[src/hdl/imh_pkg.sv]
// ----------------------------------------------------------------------------
// imh_pkg
// Shared codes, field widths and controller/datapath signal groups of the
// indexed min-heap.
// ----------------------------------------------------------------------------
package imh_pkg;

  localparam int KIND_W   = 3;
  localparam int VTX_W    = 8;
  localparam int KEYIN_W  = 32;
  localparam int STATUS_W = 3;
  localparam int COUNT_W  = 9;

  typedef enum logic [KIND_W-1:0] {
    KIND_INSERT  = 3'd0,
    KIND_EXTRACT = 3'd1,
    KIND_CHANGE  = 3'd2,
    KIND_DELETE  = 3'd3,
    KIND_REPLACE = 3'd4
  } imh_kind_t;

  typedef enum logic [STATUS_W-1:0] {
    ST_OK      = 3'd0,
    ST_EMPTY   = 3'd1,
    ST_FULL    = 3'd2,
    ST_ABSENT  = 3'd3,
    ST_PRESENT = 3'd4
  } imh_status_t;

  // Datapath operation selected by the controller
  typedef enum logic [3:0] {
    OP_IDLE,
    OP_CHECK,
    OP_OLD,
    OP_UP_RD,
    OP_UP_CMP,
    OP_DN_RD,
    OP_DN_CMP,
    OP_FIN,
    OP_OUT
  } imh_op_t;

  // Where the decode step sends the item
  typedef enum logic [1:0] {
    DEST_FIN,
    DEST_UP,
    DEST_DOWN,
    DEST_OLD
  } imh_dest_t;

  typedef struct packed {
    imh_op_t op;
    logic    take;
    logic    load;
  } imh_cmd_t;

  typedef struct packed {
    imh_dest_t dest;
    logic      old_less;
    logic      up_root;
    logic      up_move;
    logic      up_stop_down;
    logic      dn_move;
  } imh_sts_t;

endpackage

[src/hdl/imh_ctrl.sv]
// ----------------------------------------------------------------------------
// imh_ctrl
// Sequencer of the heap: decode, sift-up and sift-down walks, result hold.
// ----------------------------------------------------------------------------
module imh_ctrl (
  input  logic              clk,
  input  logic              rst,
  input  logic              req_valid,
  output logic              req_ready,
  output logic              rsp_valid,
  input  logic              rsp_ready,
  input  imh_pkg::imh_sts_t sts,
  output imh_pkg::imh_cmd_t cmd
);

  typedef enum logic [3:0] {
    S_IDLE, S_CHECK, S_OLD, S_UP_RD, S_UP_CMP, S_DN_RD, S_DN_CMP, S_FIN, S_OUT
  } state_t;

  state_t state;
  state_t state_next;
  logic   out_free;

  assign req_ready = (state == S_IDLE);
  assign out_free  = !rsp_valid || rsp_ready;

  // Drive the datapath operation
  always_comb begin
    cmd.take = req_valid && req_ready;
    cmd.load = (state == S_OUT) && out_free;
    case (state)
      S_IDLE:   cmd.op = imh_pkg::OP_IDLE;
      S_CHECK:  cmd.op = imh_pkg::OP_CHECK;
      S_OLD:    cmd.op = imh_pkg::OP_OLD;
      S_UP_RD:  cmd.op = imh_pkg::OP_UP_RD;
      S_UP_CMP: cmd.op = imh_pkg::OP_UP_CMP;
      S_DN_RD:  cmd.op = imh_pkg::OP_DN_RD;
      S_DN_CMP: cmd.op = imh_pkg::OP_DN_CMP;
      S_FIN:    cmd.op = imh_pkg::OP_FIN;
      S_OUT:    cmd.op = imh_pkg::OP_OUT;
      default:  cmd.op = imh_pkg::OP_IDLE;
    endcase
  end

  // Advance the sequence
  always_comb begin
    state_next = state;
    case (state)
      S_IDLE: begin
        if (cmd.take) state_next = S_CHECK;
      end
      S_CHECK: begin
        case (sts.dest)
          imh_pkg::DEST_UP:   state_next = S_UP_RD;
          imh_pkg::DEST_DOWN: state_next = S_DN_RD;
          imh_pkg::DEST_OLD:  state_next = S_OLD;
          default:            state_next = S_FIN;
        endcase
      end
      S_OLD:    state_next = sts.old_less ? S_UP_RD : S_DN_RD;
      S_UP_RD: begin
        if (!sts.up_root)         state_next = S_UP_CMP;
        else if (sts.up_stop_down) state_next = S_DN_RD;
        else                      state_next = S_FIN;
      end
      S_UP_CMP: begin
        if (sts.up_move)          state_next = S_UP_RD;
        else if (sts.up_stop_down) state_next = S_DN_RD;
        else                      state_next = S_FIN;
      end
      S_DN_RD:  state_next = S_DN_CMP;
      S_DN_CMP: state_next = sts.dn_move ? S_DN_RD : S_FIN;
      S_FIN:    state_next = S_OUT;
      S_OUT: begin
        if (out_free) state_next = S_IDLE;
      end
      default:  state_next = S_IDLE;
    endcase
  end

  // Hold state and the result valid flag
  always_ff @(posedge clk) begin
    if (rst) begin
      state     <= S_IDLE;
      rsp_valid <= 1'b0;
    end else begin
      state <= state_next;
      if (cmd.load)       rsp_valid <= 1'b1;
      else if (rsp_ready) rsp_valid <= 1'b0;
    end
  end

endmodule

[config.mk]
export PLATFORM = sky130hd
export DESIGN_NAME = imh_ctrl
export DESIGN_NICKNAME = d
export VERILOG_FILES = /design/src/hdl/imh_pkg.sv /design/src/hdl/imh_ctrl.sv
export SDC_FILE = /design/constraint.sdc
export NUM_CORES = 1
export LEC_CHECK = 0
export ABC_CLOCK_PERIOD_IN_PS = 1200
export BUFFER_PORTS_ARGS = -buffer_cell sky130_fd_sc_hd__buf_2
export CORE_AREA = 2 2 39 41
export CTS_CLUSTER_DIAMETER = 100
export CTS_CLUSTER_SIZE = 30
export DETAILED_ROUTE_END_ITERATION = 10
export DIE_AREA = 0 0 41 43
export SKIP_CTS_REPAIR_TIMING = 1
export SYNTH_ARGS = -nofsm -noshare
export SYNTH_HDL_FRONTEND = slang
export SYNTH_SLANG_ARGS = --single-unit
[constraint.sdc]
create_clock -name clk -period 1.2 [get_ports clk]
set_clock_uncertainty 0.2 [all_clocks]
set_input_delay 0 -clock clk [delete_from_list [all_inputs] [get_ports clk]]
set_output_delay 0 -clock clk [all_outputs]
set_load 0.01 [all_outputs]
### Word-level counts from Yosys, hierarchy flattened

Memory sizes are Yosys's and may differ from the RTL's. A register that Yosys moved wholly into a read port is not among the register bits.
Index checks and enable logic that the tools add are counted.

| storage, ports and cells | value |
|---|---|
| flip-flop bits (word level) | 5 |
| bits in latches | 0 |
| RAM bits | 0 |
| bits in read-only memories | 64 |
| word-level logic and storage cells | 36 |
| memories | 1 |

Memory list:

| name | words | width | rd ports | clocked after Yosys merged registers in | wr ports | RTL line | text |
|---|---|---|---|---|---|---|---|
| (name not given) | 16 | 4 | 1 | 1 | 0 | imh_ctrl.sv:31 | `case (state)` |

| cells by class | value |
|---|---|
| add/subtract/negate cells | 0 |
| multiply operators | 0 |
| divide/modulo/power cells | 0 |
| $lt $le $gt $ge | 0 |
| eq/ne operators | 13 |
| shift-type cells | 0 |
| mux-type cells | 13 |
| bitwise operators | 0 |
| reductions and logical operators | 7 |

Operator list:

| operator | count |
|---|---|
| 4-bit one-hot mux with 9 select lines | 1 |
| 4-bit two-way mux | 5 |
| 4-bit by 3-bit == test with 1-bit output, second input constant | 4 |
| 3-bit one-hot mux with 3 select lines | 1 |
| 4-bit by 2-bit == test with 1-bit output, second input constant | 2 |
| 2-bit two-way mux | 3 |
| 2-bit == test, second input constant | 2 |
| 4-bit by 1-bit == test with 1-bit output, second input constant | 1 |
| 4-bit == test, second input constant | 1 |
| 4-bit logical NOT | 1 |
| 3-bit two-way mux | 1 |
| 2-bit by 1-bit == test with 1-bit output, second input constant | 1 |
| 1-bit logical AND | 2 |
| 1-bit two-way mux | 2 |
| 2-bit by 1-bit inequality test with 1-bit output, second input constant | 1 |
| 2-bit inequality test, second input constant | 1 |
| 2-bit AND reduction | 1 |
| 2-bit nonzero test | 1 |
| 1-bit logical NOT | 1 |
| 1-bit logical OR | 1 |

### Longest topological paths before layout

| depth | value |
|---|---|
| depth after elaboration | 6 |
| gate-level depth with buffers | 5 |
| gate-level depth less buffers | 4 |

### Worst setup path after synthesis

OpenSTA, ideal clock, no wires.

| timing | value |
|---|---|
| kind | register -> register |
| start point | reg state[0] |
| end point | reg, netlist name cmd[3] |
| library setup time | 0.103 ns |
| data arrival time | 1.000 ns |
| slack | -0.103 ns |
| stages on the path, launching flop included | 5 |
| buffers on the path | 1 |
| path through | dfxtp_1 buf_4 o21ai_1 o21ai_1 a2111oi_2 |

| between the ends | value |
|---|---|
| cells in the longest elaborated chain, start to end | 6 |
| elaborated cells between the ends (all ways) | 16 |
| those cells by class | eq/ne: 10; mux: 3; reduce/logical: 3 |

Ends and longest elaborated chain:

| what | RTL line | text |
|---|---|---|
| from (decl) | imh_ctrl.sv:20 | `state_t state;` |
| from (signal assigned) | imh_ctrl.sv:87 | `state <= state_next;` |
| 4-bit logical NOT | imh_ctrl.sv:24, imh_ctrl.sv:48 |  |
| 1-bit logical AND | imh_ctrl.sv:29 | `cmd.take = req_valid && req_ready;` |
| 2-bit by 1-bit inequality test with 1-bit output (no line) | - |  |
| 2-bit AND reduction (no line) | - |  |
| 4-bit two-way mux (no line) (*) (2 in series) | - |  |

Every way passes the cells marked *; elsewhere a longest branch is shown, timed or not.
A chain may end at the register's enable or synchronous reset.

==> metrics <==
root buf cell=clkbuf_4; # rows=14; CP max FO=6; first-pass GRT wire length=1710 um; design area=776 um2; Die Width=41 um; status=finished, violations left; Residual DRC=0; WL/cell=11.9 um; critical path class=reg -> out; Tmin final=1530 ps; failing checks=negative hold slack, negative setup slack; starting density of the core=33.2%; Initial DRC Count=4; Max-Cap Viols=0; Worst Tran Pin Value=285 ps; total grt overflow=0; Worst-path clk slew=60 ps; pin count of the biggest net entering global routing=12; slowest CP cell=dfxtp_4; setup ws final=-331 ps; Final ANT Viol Nets=0; Clock Path Buffers=2; placed insts=94; Relative slew margins=80.9%; placed cell area=632 um2; RD Place Congestion=0.724; Total Nets Final=100; core area=0.00138 mm2; VDD IR max=0.549 mV; Synth Net Count=64; initial antenna violation count=0; Antenna diodes=0; Top cell by count, worst path=buf_6; syn avg cell area=8.66 um2; 1st-pass router iterations=4; ratio of cells with drive above 1 in the final layout=60.2%; busiest grt layer=met1; fmax=653 MHz; Final Hold Fails=3; GRT Util Overall=15.1%; Synth Cell Area=459 um2; YS warnings=0; Seq/Total Area, Yosys=39.2%; Max Slew Vio Count=0; met2 Track Usage GR=18.4%; vias in the first global route=431; final instance count without filler cells=104; die extent in y=43 um; Seq cells post-synth=9; CP required=1000 ps; endpoint type of the worst setup path=output port; RSZ-0062 raised after global routing=yes; Final HPWL DP=763 um; Netlist cell types=22; Setup Viol. Count Final=12; met1 Use GR=19.8%; CTS buffer count=3; PwrDens=1240 mW/mm2; setup TNS=-2570 ps; fin crit share=128%; clk sinks=9; DIE AREA=0.00176 mm2; Design Power=962 uW; Layout area overhead=68.9%; drt via density=4.97; port bufs=18; CP peak stage delay=360 ps; Cells after Synth=53; final WL=1240 um; CP arrival=1330 ps; CTS tree=built; Via Count=517; met3 usage=3.14%; Hold Crit Class=in -> reg; buffer and inverter count on the worst path=3; worst path cell trace=buf_6 -> nor3_4 -> buf_4 -> and3_4 -> buf_6; io pins=19; Worst setup SP type=flop; H-Tree Depth=1; Worst-Skew Late Latency=260 ps; delay-heaviest family, CP=flip-flops; final hold slack=-136 ps; Leakage=0.000344 uW
-- cells in the final DEF, fill, tap and decap left out, types with 2 or more instances in the layout --
| cell type | n |
|---|---|
| and3_4 | 2 |
| dfxtp_4 | 2 |
| dlygate4sd3_1 | 2 |
| a21oi_1 | 3 |
| buf_4 | 10 |
| clkbuf_4 | 3 |
| buf_2 | 16 |
| or3_1 | 2 |
| nand2_1 | 2 |
| a21oi_2 | 4 |
| o22a_1 | 2 |
| dfxtp_1 | 6 |
| nor2_1 | 8 |
| buf_6 | 6 |
| nand2b_1 | 2 |
| nor2b_1 | 2 |
| o21ai_1 | 2 |
| a2111oi_2 | 2 |
-- metal layers --
metal	wire (um)	vias up
met5	0	-
met4	47	0
met3	84	5
met2	614	23
met1	493	228
li1	-	261
-- power breakdown --
group	total (uW)	switching (uW)	internal, uW	leakage [uW]
Sequential	361	30.5	331	0.0000753
Clock	235	106	128	0.0000150
Combinational	366	158	208	0.000254
Total	962	295	667	0.000344
-- cell families (layout without fill, tap and decap cells) --
kind of cell / after synthesis / after routing / synth area share [%]
compound gates: 17 / 17 / 28.3
buf+inv: 5 / 40 / 7.63
flops: 9 / 9 / 39.2
simple gates: 22 / 22 / 24.8
-- state kept, by name (all words and copies together) (netlist names) --
signal,flops
state,4
cmd,4
rsp_valid,1
-- path summary, 6_finish.rpt --
| path | startpoint | end | slack [ps] | cells past startpoint |
|---|---|---|---|---|
| min reg2reg | rsp_valid | rsp_valid | 340 | 2 |
| max reg2reg | state[1] | state[0] | -230 | 5 |
| min | rsp_ready | rsp_valid | -140 | 3 |
| max | state[0] | cmd[1] | -330 | 5 |
-- cell type report --
cell class / instances / area (um2)
multi-input cells: 39 / 289
flip-flops and latches: 9 / 189
fillers: 123 / 608
well taps: 16 / 20.0
repair buffers: 35 / 248
inverters: 1 / 3.75
clock buffers: 4 / 26.3
-- cells in the mapped netlist, drive strengths merged --
master   n  area [um2]
inv      1        3.75
a21oi    7        38.8
nor3b    1        7.51
clkbuf   1        5.00
buf      3        26.3
a221oi   1        15.0
nor2b    2        12.5
and3     2        12.5
or3      2        12.5
o22a     2        17.5
nand2b   2        12.5
dfxtp    9         180
nor2     8        30.0
nand3    1        5.00
a2111oi  2        30.0
nand2    3        11.3
nor3     1        10.0
o22ai    1        6.26
o211ai   1        7.51
o21ai    3        15.0
-- worst min-delay path, stage by stage --
cell      delay, ps
buf_2            70
nand2b_1        150
a21oi_2          60
-- per-stage QoR --
stage / util [%] / setup slack, ps
6_report: 56.1 / -331
5_1_grt: 56.1 / -394
4_1_cts: 47.6 / -431
3_5_place_dp: 45.7 / -212
3_3_place_gp: 45.7 / -166
2_1_floorplan: - / -55.2
Note: power is estimated with default switching activity, not from simulation.
